File: config.mk
export PLATFORM = sky130hd
export DESIGN_NAME = rawl_fifo
export DESIGN_NICKNAME = d
export VERILOG_FILES = /design/src/hw/rtl/rawl_pkg.sv /design/src/hw/rtl/rawl_fifo.sv
export SDC_FILE = /design/constraint.sdc
export NUM_CORES = 1
export LEC_CHECK = 0
export BUFFER_PORTS_ARGS = -buffer_cell sky130_fd_sc_hd__buf_2
export CAP_MARGIN = 5
export CORE_MARGIN = 2
export CORE_UTILIZATION = 52
export DETAILED_ROUTE_END_ITERATION = 10
export GPL_TIMING_DRIVEN = 0
export PLACE_DENSITY = 0.8
export SETUP_SLACK_MARGIN = 0.3
export SLEW_MARGIN = 30
export SYNTH_ARGS = -nofsm -noshare
export SYNTH_HDL_FRONTEND = slang
export SYNTH_SLANG_ARGS = --single-unit
File: constraint.sdc
create_clock -name clk -period 7.3 [get_ports clk]
set_input_delay 1.825 -clock clk [delete_from_list [all_inputs] [get_ports clk]]
set_output_delay 1.825 -clock clk [all_outputs]
set_load 0.1 [all_outputs]
File: src/hw/rtl/rawl_pkg.sv
// Shared constants, codes and types of the register access whitelist.
package rawl_pkg;

	localparam int MAX_ENTRIES = 64;
	localparam int BUCKET_BITS = 6;

	localparam int ADDR_W  = 32;
	localparam int MASK_W  = 64;
	localparam int IDX_W   = 6;
	localparam int ENTRY_W = (MAX_ENTRIES > 1) ? $clog2(MAX_ENTRIES) : 1;
	localparam int COUNT_W = ENTRY_W + 1;
	localparam int CMP_W   = COUNT_W + IDX_W;

	localparam int NUM_BUCKETS = 1 << BUCKET_BITS;
	localparam int BKT_W       = (BUCKET_BITS > 0) ? BUCKET_BITS : 1;

	// Multiplicative hash constant, split into 32-bit halves
	localparam logic [31:0] HASH_LO = 32'h80B583EB;
	localparam logic [31:0] HASH_HI = 32'h61C88646;

	localparam int QUEUE_DEPTH = 2;
	localparam int QPTR_W      = (QUEUE_DEPTH > 1) ? $clog2(QUEUE_DEPTH) : 1;
	localparam int QCNT_W      = $clog2(QUEUE_DEPTH + 1);

	localparam logic [1:0] OP_LOOKUP = 2'd0;
	localparam logic [1:0] OP_INSERT = 2'd1;
	localparam logic [1:0] OP_CLEAR  = 2'd2;
	localparam logic [1:0] OP_READ   = 2'd3;

	localparam logic [1:0] ST_OK    = 2'd0;
	localparam logic [1:0] ST_DUP   = 2'd1;
	localparam logic [1:0] ST_FULL  = 2'd2;
	localparam logic [1:0] ST_RANGE = 2'd3;

	typedef struct packed {
		logic [1:0]        op;
		logic [ADDR_W-1:0] addr;
		logic [MASK_W-1:0] mask;
		logic [IDX_W-1:0]  idx;
		logic [BKT_W-1:0]  bucket;
	} cmd_t;

endpackage

File: src/hw/rtl/rawl_fifo.sv
// Short command queue between the front end and the table engine.
module rawl_fifo (
	input  logic           clk,
	input  logic           arst_n,
	input  logic           push,
	input  rawl_pkg::cmd_t wr_data,
	output logic           full,
	input  logic           pop,
	output rawl_pkg::cmd_t rd_data,
	output logic           empty
);
	import rawl_pkg::*;

	cmd_t              slot_q [QUEUE_DEPTH];
	logic [QPTR_W-1:0] wr_ptr_q;
	logic [QPTR_W-1:0] rd_ptr_q;
	logic [QCNT_W-1:0] fill_q;

	assign full    = (fill_q == QCNT_W'(QUEUE_DEPTH));
	assign empty   = (fill_q == '0);
	assign rd_data = slot_q[rd_ptr_q];

	always_ff @(posedge clk or negedge arst_n) begin
		if (!arst_n) begin
			wr_ptr_q <= '0;
			rd_ptr_q <= '0;
			fill_q   <= '0;
		end else begin
			if (push) begin
				wr_ptr_q <= (wr_ptr_q == QPTR_W'(QUEUE_DEPTH - 1)) ? '0 : wr_ptr_q + 1'b1;
			end
			if (pop) begin
				rd_ptr_q <= (rd_ptr_q == QPTR_W'(QUEUE_DEPTH - 1)) ? '0 : rd_ptr_q + 1'b1;
			end
			if (push && !pop) begin
				fill_q <= fill_q + 1'b1;
			end else if (pop && !push) begin
				fill_q <= fill_q - 1'b1;
			end
		end
	end

	always_ff @(posedge clk) begin
		if (push) begin
			slot_q[wr_ptr_q] <= wr_data;
		end
	end

endmodule

# Word-level counts from Yosys, hierarchy flattened
# Memories as Yosys holds them, arrays and structs flattened.
# Index checks and enable logic that the tools add are counted.
# classes
n_addsub	4
n_eq_ne	1
muxes	6
n_reduce_logical	6
# op_table
operator	n
$mux W1	4
$mux W2	2
$add A1 B1 Y1 const B	2
$add A2 B1 Y2 const B	1
$eq A2 B2 Y1 const B	1
$logic_and A1 B1 Y1	2
$logic_not A1 Y1	2
$logic_not A2 Y1	1
$reduce_bool A2 Y1	1
$sub A2 B1 Y2 const B	1
# word_totals
ff_bits	4
ramBits	220
input_bits	114
elab_cells	21
mem_count	1
# memory_table
memory	depth	width	rd	rd_ports_with_merged_regs	wr	line	text
slot_q	2	110	1	0	1	rawl_fifo.sv:14	cmd_t slot_q [QUEUE_DEPTH];

# Depth between registers and ports, before layout
# logic_depth
ltp_word	4
ltp_mapped	5

# Least setup slack after synthesis
# OpenSTA, ideal clock, no wires.
# synth_path
path_type	input to register
startpoint	input port push
endpoint	memory slot_q[0][0] (netlist bit) (enable)
t_arrival_ns	6.604
required_time_ns	6.707
setup_slack_ns	0.103
cell_stages	1
n_path_buf	0
cell_sequence	nor2b_1
# synth_via
elab_chain_cells	2
# synth_rtl
element	line	text
start, declared	rawl_fifo.sv:5	input logic push,
$mux W1	rawl_fifo.sv:44	if (push) begin
$mux W1 (not written as such)	rawl_fifo.sv:45	slot_q[wr_ptr_q] <= wr_data;
end, declared	rawl_fifo.sv:14	
# No other way between the ends.

==> results by stage <==
Synth:
- The synthesized design contains 224 register bits.
- In this run the cell area of the synthesized design comes to 0.00815 mm^2.
- Of the post-synthesis cell area, the dominant cell type holds 0.810.
- Synthesis handed over a netlist of 358 instances.
- The unique cell type count in the Yosys netlist is 12.
- The share of the yosys chip area belonging to registers is 0.822.
- The Yosys step of the flow raised 0 warnings.
- The number of nets handed over by synthesis was 473.
- The average footprint of a synthesized cell is 22.8 um^2.
- Ranked by total cell area, the synthesized netlist is headed by edfxtp_1 (81%), mux2_2 (15%), buf_6 (1.4%), dfrtp_1 (1.2%), xor2_1 (0.43%).
- The cell type with the largest total area after synthesis is edfxtp_1.

Cells and area:
- The number of antenna diodes in the final layout is 0.
- The synthesis-to-layout area growth is 28.7%.
- Summing all flip-flop and latch instances after layout gives 0.00671 mm^2.
- Leaving out fill and tap cells, the most frequent cells in the layout are buf_2 (227), edfxtp_1 (220), mux2_2 (110), clkbuf_16 (23), buf_6 (10).
- The fraction of final layout cells with drive strength greater than 1 is 0.615.
- The final design utilization is 0.688.
- The total of fill cells in the finished design is 969.
- The library cell used most frequently in the layout, excluding fill and tap cells, is buf_2.
- The number of nets in the finished design is 729.
- The multi-input gate area in the final layout is 0.00133 mm^2.

Global routing:
- Entering global routing, the biggest net connects 48 pins.
- The number of global-route vias before repair is 4,431.
- The total congestion overflow after global routing is 0.
- The wire length of the first global-routing pass is 21,700 um.
- The number of antenna violations at the first check in global routing is 0.
- For this run, the total global-route usage over all layers was measured as 0.168.

Clock network:
- No sink is reached through more buffers than the 3 on the longest clock path.
- In this run, CTS created clock tree buffers numbering 22.
- The hold buffer count at cts is 0.
- The CTS tree is built.
- The cell chosen for the clock root is clkbuf_16.
- The CTS clock-pin slew for the worst setup and hold paths is 0.06 ns.
- The count of cells resized by post-cts repair is 0.
- The number of setup buffers added after CTS is 0.
- CTS saw 224 sinks.
- The maximum level of the CTS H-tree is 1.
- The clock reaches the later pin of the worst-skew pair after 0.49 ns.

Outcome:
- The run finished with clean final reports.

STA:
- The total count of hold-check failures in the final report is 0.
- Of the available clock period, the critical path in the final layout requires 0.516.
- The slew at the pin closest to its max-slew limit is 0.608 ns.
- The number of slew-limit violations in the final report came to 0.
- Setup violations remaining at the end of the flow were counted as 0.
- The worst path needs 3.77 ns of the cycle, external delays included.
- Summed over all failing endpoints, the final setup total negative slack is 0 ns.
- Setup repair after global routing left no endpoint under its margin.
- The relative max-transition margin is 0.594.
- Between clock sinks in the finished design, the worst skew comes to 0.0146 ns.
- For this run, the top clock speed supported by timing is 266 MHz.

Floorplanning:
- The initial utilization of the core area, before any placement, comes to 0.534.
- The floorplan has 45 rows.
- The die covers 0.0167 mm^2.
- The total area inside the core boundary comes to 0.0153 mm^2.
- Pin placement for this block handled 226 I/O pins.
- The die is 129 um tall.
- Measured along the x axis, the die boundary spans 129 um.

Routing:
- In the final routed layout, each cell accounts on average for 17.4 um.
- The first-pass iteration count of the detailed router is 4.
- Wires add up to 14,600 um.
- The via count of the routed design is 4,197.
- The initial DRC count is 194.
- The average vias per placed instance is 5.00.
- In this run the remaining antenna-violating nets after routing total 0.
- The DRC violations left is 0.

Placed design:
- The half-perimeter wire length of the detailed placement result is 10,100 um.
- In this run the tool buffered the top-level ports with 225 buffer cells.
- The global placer's final weighted congestion is 0.723.

Critical path:
- The worst stage delay on the critical path is 0.39 ns.
- The critical path's most frequent cell is buf_6.
- For flop-to-flop paths, the worst setup slack is 5.43 ns.
- The signal on the critical path passes through buf_6, buf_6, mux2_2, buf_2.
- STA classifies the critical path startpoint as a flop.
- The worst register-to-register path ends at slot_q[0][22].
- The worst path arrival time is 1.94 ns.
- Data on the critical path is required at its endpoint by 5.48 ns.
- The critical path starts at rd_ptr_q.
- The largest individual stage delay along the critical path comes from the cell dfrtp_1.
- The classification of the worst setup path is flop to output pin.
- The worst flop-to-flop path startpoint is wr_ptr_q.
- The length in cells of the worst reg-to-reg path is 4.
- Of all nets on the critical path, the largest fanout is 10.
- In this run the worst setup path terminates at rd_data[41].
- The worst setup path is captured at an output pin.

Flow run:
- Across the run, the number of max-cap violations was 0.

Hold path:
- The worst hold path class is flop to flop.
[metal layers]
layer	GRT usage	share of wire	up-vias
li1	-	-	1936
met1	0.192	0.37	2070
met2	0.304	0.53	162
met3	0.0471	0.076	29
met4	0.0550	0.023	0
met5	0	0	-
[critical path, delay by kind of cell, from the launching register on]
| family | cells | cell delay, ns |
|---|---|---|
| buffers and inverters | 3 | 0.70 |
| flip-flops | 1 | 0.39 |
| multiplexers | 1 | 0.36 |
[cells by family after synthesis]
kind of cell | after synthesis | share of synthesized area
and+or+nand+nor | 5 | 0.00322
muxes | 110 | 0.152
DFF | 224 | 0.822
xor gates and xnor gates | 5 | 0.00537
adders and majority gates | 1 | 0.00153
buffers and inverters | 13 | 0.0155
[synthesized netlist by cell type]
library cell    n
nor2_1          2
buf_6          10
dfrtp_1         4
and2_1          1
edfxtp_1      220
inv_1           1
xor2_1          4
buf_2           2
nor2b_1         2
xnor2_1         1
ha_1            1
mux2_2        110
[flip-flops by register name, indices dropped and copies added, names as in the netlist]
name and flops:
wr_ptr_q 1, slot_q 220, fill_q 2, rd_ptr_q 1
[worst min-delay path by stage]
stage,startpoint,endpoint,slack [ns],depth (start not counted)
finish,fill_q[1],fill_q[1],0.51,1
global route,fill_q[1],fill_q[1],0.54,1
floorplan,fill_q[1],fill_q[1],0.46,1
CTS,fill_q[1],fill_q[1],0.52,1
detailed placement,fill_q[1],fill_q[1],0.50,1
global placement,fill_q[1],fill_q[1],0.47,1
[area by class of cell]
| cell class | count | share of cell area |
|---|---|---|
| buffer | 12 | 0.0117 |
| inverter | 1 | 0.000358 |
| multi-input combinational | 121 | 0.127 |
| clock buffer | 25 | 0.0556 |
| timing repair buffer | 232 | 0.126 |
| clock inverter | 13 | 0.0154 |
| tap | 211 | 0.0252 |
| sequential | 224 | 0.639 |
[per-stage QoR]
step | std cells | hold WS (ns) | setup WS (ns) | cell area (um^2)
floorplan | 358 | 0.456 | 2.17 | 8160
global placement | 794 | 0.474 | 0.708 | 9550
detailed placement | 801 | 0.505 | 3.84 | 9750
CTS | 839 | 0.520 | 3.50 | 10500
global route | 839 | 0.542 | 3.47 | 10500
finish | 839 | 0.512 | 3.53 | 10500
Power is not shown: default switching activity piles up to over one toggle a cycle in this logic, so the estimate is an artifact.
