<file path="src/hw/rtl/rawl_pkg.sv">
// Shared constants, codes and types of the register access whitelist.
package rawl_pkg;

	localparam int MAX_ENTRIES = 64;
	localparam int BUCKET_BITS = 6;

	localparam int ADDR_W  = 32;
	localparam int MASK_W  = 64;
	localparam int IDX_W   = 6;
	localparam int ENTRY_W = (MAX_ENTRIES > 1) ? $clog2(MAX_ENTRIES) : 1;
	localparam int COUNT_W = ENTRY_W + 1;
	localparam int CMP_W   = COUNT_W + IDX_W;

	localparam int NUM_BUCKETS = 1 << BUCKET_BITS;
	localparam int BKT_W       = (BUCKET_BITS > 0) ? BUCKET_BITS : 1;

	// Multiplicative hash constant, split into 32-bit halves
	localparam logic [31:0] HASH_LO = 32'h80B583EB;
	localparam logic [31:0] HASH_HI = 32'h61C88646;

	localparam int QUEUE_DEPTH = 2;
	localparam int QPTR_W      = (QUEUE_DEPTH > 1) ? $clog2(QUEUE_DEPTH) : 1;
	localparam int QCNT_W      = $clog2(QUEUE_DEPTH + 1);

	localparam logic [1:0] OP_LOOKUP = 2'd0;
	localparam logic [1:0] OP_INSERT = 2'd1;
	localparam logic [1:0] OP_CLEAR  = 2'd2;
	localparam logic [1:0] OP_READ   = 2'd3;

	localparam logic [1:0] ST_OK    = 2'd0;
	localparam logic [1:0] ST_DUP   = 2'd1;
	localparam logic [1:0] ST_FULL  = 2'd2;
	localparam logic [1:0] ST_RANGE = 2'd3;

	typedef struct packed {
		logic [1:0]        op;
		logic [ADDR_W-1:0] addr;
		logic [MASK_W-1:0] mask;
		logic [IDX_W-1:0]  idx;
		logic [BKT_W-1:0]  bucket;
	} cmd_t;

endpackage

</file>
<file path="src/hw/rtl/rawl_front.sv">
// Front end: takes commands and works out the hash bucket of each address.
module rawl_front (
	input  logic                         clk,
	input  logic                         arst_n,
	input  logic                         in_valid,
	output logic                         in_ready,
	input  logic [1:0]                   opcode,
	input  logic [rawl_pkg::ADDR_W-1:0]  reg_address,
	input  logic [rawl_pkg::MASK_W-1:0]  mask_in,
	input  logic [rawl_pkg::IDX_W-1:0]   entry_index,
	input  logic                         q_full,
	output logic                         q_push,
	output rawl_pkg::cmd_t               q_cmd
);
	import rawl_pkg::*;

	logic              valid_s1;
	logic [1:0]        op_s1;
	logic [ADDR_W-1:0] addr_s1;
	logic [MASK_W-1:0] mask_s1;
	logic [IDX_W-1:0]  idx_s1;
	logic [63:0]       prod_lo_s1;
	logic [31:0]       prod_hi_s1;
	logic [31:0]       hash_hi;
	logic              accept;

	assign accept   = in_valid && in_ready;
	assign q_push   = valid_s1 && !q_full;
	assign in_ready = !valid_s1 || !q_full;

	always_ff @(posedge clk or negedge arst_n) begin
		if (!arst_n) begin
			valid_s1 <= 1'b0;
		end else if (accept) begin
			valid_s1 <= 1'b1;
		end else if (q_push) begin
			valid_s1 <= 1'b0;
		end
	end

	// Only the upper half of the 64-bit product matters, so the high
	// multiplier half needs just its low 32 result bits.
	always_ff @(posedge clk) begin
		if (accept) begin
			op_s1      <= opcode;
			addr_s1    <= reg_address;
			mask_s1    <= mask_in;
			idx_s1     <= entry_index;
			prod_lo_s1 <= {32'd0, reg_address} * {32'd0, HASH_LO};
			prod_hi_s1 <= reg_address * HASH_HI;
		end
	end

	assign hash_hi = prod_lo_s1[63:32] + prod_hi_s1;

	always_comb begin
		q_cmd.op   = op_s1;
		q_cmd.addr = addr_s1;
		q_cmd.mask = mask_s1;
		q_cmd.idx  = idx_s1;
		if (BUCKET_BITS == 0) begin
			q_cmd.bucket = '0;
		end else begin
			q_cmd.bucket = BKT_W'(hash_hi >> (32 - BUCKET_BITS));
		end
	end

endmodule

</file>
<file path="config.mk">
export PLATFORM = sky130hd
export DESIGN_NAME = rawl_front
export DESIGN_NICKNAME = d
export VERILOG_FILES = /design/src/hw/rtl/rawl_pkg.sv /design/src/hw/rtl/rawl_front.sv
export SDC_FILE = /design/constraint.sdc
export NUM_CORES = 2
export LEC_CHECK = 0
export BUFFER_PORTS_ARGS = -buffer_cell sky130_fd_sc_hd__buf_2
export CAP_MARGIN = 20
export CORE_MARGIN = 2
export CORE_UTILIZATION = 30
export CTS_CLUSTER_DIAMETER = 40
export DETAILED_ROUTE_END_ITERATION = 10
export HOLD_SLACK_MARGIN = 0.06
export SYNTH_ARGS = -nofsm -noshare
export SYNTH_HDL_FRONTEND = slang
export SYNTH_SLANG_ARGS = --single-unit
</file>
<file path="constraint.sdc">
create_clock -name clk -period 11.6 [get_ports clk]
set_input_delay 0.58 -clock clk [delete_from_list [all_inputs] [get_ports clk]]
set_output_delay 0.58 -clock clk [all_outputs]
set_load 0.05 [all_outputs]
</file>
==> After elaboration in Yosys (flattened, before gate mapping) <==
Cells that the tools add are included.
Widths: inputs -> output; s select.
{ "word_totals": {"in_bits": 108, "out_inout_bits": 112, "wordCells": 18, "register_bits": 200} }
{ "classes": {"reduce_logical": 6, "n_addsub": 1, "n_mux": 2, "n_mul": 2} }
{ "op_table": {"columns": ["operator", "count"], "rows": [
  ["$mul 32x32->64 const B", 1],
  ["$add 32x32->32", 1],
  ["$mul 32x30->31 const B", 1],
  ["$logic_and 1x1->1", 2],
  ["$logic_not 1->1", 2],
  ["$mux 1", 2],
  ["$reduce_bool 2->1", 1],
  ["$logic_or 1x1->1", 1]
]} }

==> Longest topological paths before layout <==
{ "depth": {"word_depth": 4, "depth_mapped": 27, "depth_no_buf": 27} }

==> Least setup slack after synthesis <==
OpenSTA, ideal clock, no wires.
{ "synth_timing": {"path_kind": "in2reg", "start": "in reg_address[14] in the netlist's numbering", "end": "reg prod_lo_s1[62] (data pin)", "slack_ps": 4632, "required_time_ps": 11336, "setup_time_ps": 264, "cell_stages": 27, "arrival_time_ps": 6704, "path_buffers": 0, "cell_sequence": "inv_1 -> fa_1 -> inv_1 -> fa_1 -> ha_1 -> inv_1 -> fa_1 -> inv_1 -> fa_1 -> inv_1 -> fa_1 -> inv_1 -> fa_1 -> inv_1 -> fa_1 -> inv_1 -> ha_1 -> a21oi_1 -> o21ai_0 -> a211oi_1 -> o31ai_1 -> or3_1 -> a221o_1 -> o21ai_4 -> a2bb2oi_4 -> a21oi_2 -> xnor2_1"} }
{ "synth_between": {"elab_chain_cells": 1} }
{ "synth_rtl": {"columns": ["item", "line", "text"], "rows": [
  ["from (decl)", "rawl_front.sv:8", "input logic [rawl_pkg::ADDR_W-1:0] reg_address,"],
  ["$mul 32x32->64", "rawl_front.sv:49", "prod_lo_s1 <= {32'd0, reg_address} * {32'd0, HASH_LO};"],
  ["to (signal assigned)", "rawl_front.sv:49", null],
  ["to (decl)", "rawl_front.sv:22", "logic [63:0] prod_lo_s1;"]
]} }
No other way between the ends.
A chain may end at the register's enable or synchronous reset.

==> Worst setup path after layout <==
{ "layout_timing": {"start": "in reg_address[11] in the netlist's numbering", "end": "reg prod_lo_s1[52] (data pin)"} }
Same word-level chain as after synthesis.

==> results_dict.tcl <==
set metrics [dict create \
    rows 108 \
    synth.avg_cell_area_um2 11.3 \
    cap_violations 0 \
    dpl.hpwl_mm 65.2 \
    period_minus_slack_ps 8110 \
    yosysTopAreaCell "fa_1" \
    hold_class "input pin to flip-flop" \
    worst_hold_startpoint "mask_in[45]" \
    syn_nets 3416 \
    cts_resized 0 \
    first_pass_iters 5 \
    fin_skew_ps 25.6 \
    h-tree-depth 4 \
    reg2reg_to "addr_s1[29]$_DFFE_PP_" \
    clk_path_buf_depth 2 \
    slew_viol_final 0 \
    ant_nets 0 \
    syn_to_final_growth_pct 12.0 \
    pin_count 220 \
    cp_max_fo 13 \
    clock_latency_ps 500 \
    antenna_found_initial 1 \
    path_class "input pin to flip-flop" \
    routed_via_density 4.58 \
    initial_core_util_pct 30.3 \
    r2r_slack_ps 9210 \
    worstSetupEndpointType "flip-flop" \
    met1_usage_pct 23.0 \
    finalHoldViolCount 0 \
    io_buffers 219 \
    path_clk_slew_ps 80 \
    finalSetupViolCount 0 \
    gp_congestion 0.967 \
    rsz0062_at_grt "false" \
    cts_tree "done" \
    die_height_um 301 \
    synthCells 2330 \
    numCtsBuffers 17 \
    synth_area_um2 26400 \
    ff2ff_path_depth 3 \
    ys_seq_area_share_pct 18.9 \
    drt_iter0_drc 964 \
    grt_overflow_total 0 \
    synth_warnings 0 \
    place_inst 3706 \
    use_met3_pct 3.11 \
    synthArstFlopShare_pct 0.602 \
    clock_sinks 166 \
    fin_crit_sh_pct 69.9 \
    grt.busiest_layer "met2" \
    crit_path_start_kind "input pin" \
    drt_wl_total_mm 76.3 \
    layout.cells.non_filler 3739 \
    hold_depth 1 \
    max_slew_margin_pct 35.0 \
    grt_use_met2_pct 29.4 \
    cp_data_arrival_time_ps 8430 \
    drive_above_1_share_pct 10.8 \
    synth.distinct_cells 63 \
    die_area_um2 90400 \
    drc 0 \
    grt_usage_pct 17.4 \
    grt_start_max_net_pins 70 \
    die_w_um 301 \
    grt_pass1_wl_mm 115 \
    ys.flop_type "edfxtp_1" \
    setup_tns_ps 0 \
    grt_pass1_vias 18413 \
    status "complete, no violations" \
    r2r-start "valid_s1$_DFFE_PN0P_" \
    yosysTopAreaCellShare_pct 34.2 \
    final_nets 3657 \
    tightest_slew_ps 966 \
    synth_enable_flop_cells 165 \
    wire_per_inst_um 20.4 \
    clock.fmax_mhz 123 \
    yosys-top-cells-area "fa_1 (34%), ha_1 (25%), edfxtp_1 (19%), inv_1 (9.9%), xnor2_1 (1.9%)" \
    worstPathRequired_ps 11920 \
    fp.coreArea_um2 87000 \
    synth-seq-cells 166 \
    vias 17119 \
    hold_path_end "mask_s1[45]$_DFFE_PP_" \
    root_buffer "clkbuf_16" \
]
==> cell usage after synthesis (all sizes together) (4+ instances only) <==
library cell	number
a211o	4
a211oi	5
a21o	34
a21oi	77
a31oi	7
and2	14
and3	8
clkbuf	4
edfxtp	165
fa	451
ha	527
inv	698
nand2	43
nand2b	13
nand3	18
nand4	12
nor2	32
nor2b	10
nor3	11
o21a	4
o21ai	33
o21bai	8
or2	5
xnor2	58
xor2	40
==> cells by family (layout without fill, tap and decap cells) <==
family                     count (synthesis)  after routing  synth area share, %
adders and majority gates                978            978                 59.2
xor gates and xnor gates                  98             98                 3.25
DFF                                      166            166                 18.9
buffers and inverters                    703            956                 10.0
other                                      0              1                    0
and+or+nand+nor                          178            178                 3.46
AOI/OAI and AO/OA                        207            207                 5.24
==> worst max-delay path: stages <==
cell and delay, ps:
buf_2 430, ha_1 670, inv_1 150, fa_1 520
inv_1 40, ha_1 290, fa_1 610, fa_1 480
fa_1 490, fa_1 510, inv_1 50, fa_1 500
inv_1 50, ha_1 390, nand3_1 160, nor4_1 850
a211oi_1 160, o31ai_1 290, or3_1 240, a221o_1 260
inv_1 50, o21ai_0 270, a211oi_1 120, a211oi_1 220
==> how the worst max path moves through the flow <==
stage / slack [ps] / cells past startpoint / to / start
finish: 3490 / 24 / prod_lo_s1[52]$_DFFE_PP_ / reg_address[11]
global route: 3250 / 24 / prod_lo_s1[52]$_DFFE_PP_ / reg_address[12]
CTS: 3600 / 28 / prod_lo_s1[62]$_DFFE_PP_ / reg_address[12]
global placement: 3120 / 25 / prod_lo_s1[44]$_DFFE_PP_ / reg_address[12]
detailed placement: 3070 / 28 / prod_lo_s1[62]$_DFFE_PP_ / reg_address[12]
floorplan: 4630 / 27 / prod_lo_s1[62]$_DFFE_PP_ / reg_address[14]
==> cell type report <==
class / count / area [µm²]
Multi-Input combinational cell: 1461 / 18800
Timing Repair Buffer: 227 / 1160
Fill cell: 8833 / 57400
Clock buffer: 17 / 425
Clock inverter: 14 / 168
Tap cell: 1155 / 1450
Inverter: 698 / 2620
Sequential cell: 166 / 4980
Antenna cell: 1 / 2.50
==> metal layers <==
metal	vias to the layer above	share of wire, %
met1	8636	44
met4	2	2.4
met3	98	5.9
li1	7873	-
met5	-	0.017
met2	510	48
==> state kept, by name (all words and copies together), names as in the netlist <==
name	count
mask_s1	64
prod_lo_s1	33
addr_s1	32
prod_hi_s1	28
idx_s1	6
op_s1	2
valid_s1	1
==> stage by stage <==
| stage | hold WS, ps | utilization (%) | setup WS (ps) | cell area, µm² |
|---|---|---|---|---|
| 2_1_floorplan | 284 | - | 4630 | 26400 |
| 3_3_place_gp | 375 | 33.3 | 3120 | 29000 |
| 3_5_place_dp | 377 | 33.3 | 3070 | 29000 |
| 4_1_cts | 222 | 34.0 | 3600 | 29600 |
| 5_1_grt | 229 | 34.0 | 3250 | 29600 |
| 6_report | 269 | 34.0 | 3490 | 29600 |
==> what timing repair did <==
item,in CTS,in global routing
endpoints found under the setup margin,0,0
buffers inserted,0,0
hold buffers,1,0
hold endpoints to repair,1,0
==> cells in the final DEF (no fill, tap or decap), drive strengths merged, types with 3 or more instances in the layout <==
master / Yosys / layout
inv: 698 / 704
ha: 527 / 527
fa: 451 / 451
buf: 1 / 226
edfxtp: 165 / 165
a21oi: 77 / 77
xnor2: 58 / 58
nand2: 43 / 43
xor2: 40 / 40
a21o: 34 / 34
o21ai: 33 / 33
nor2: 32 / 32
nand3: 18 / 18
clkbuf: 4 / 17
and2: 14 / 14
nand2b: 13 / 13
nand4: 12 / 12
nor3: 11 / 11
nor2b: 10 / 10
o21bai: 8 / 8
and3: 8 / 8
a31oi: 7 / 7
or2: 5 / 5
a211oi: 5 / 5
a211o: 4 / 4
o21a: 4 / 4
clkinv: 0 / 4
and4: 3 / 3
or3: 3 / 3
a21boi: 3 / 3
a31o: 3 / 3
a41o: 3 / 3
o221ai: 3 / 3
o31ai: 3 / 3
Power is left out: the tool's default activity adds up to more than one toggle a clock period on the data nets, which glitch-free logic cannot reach.
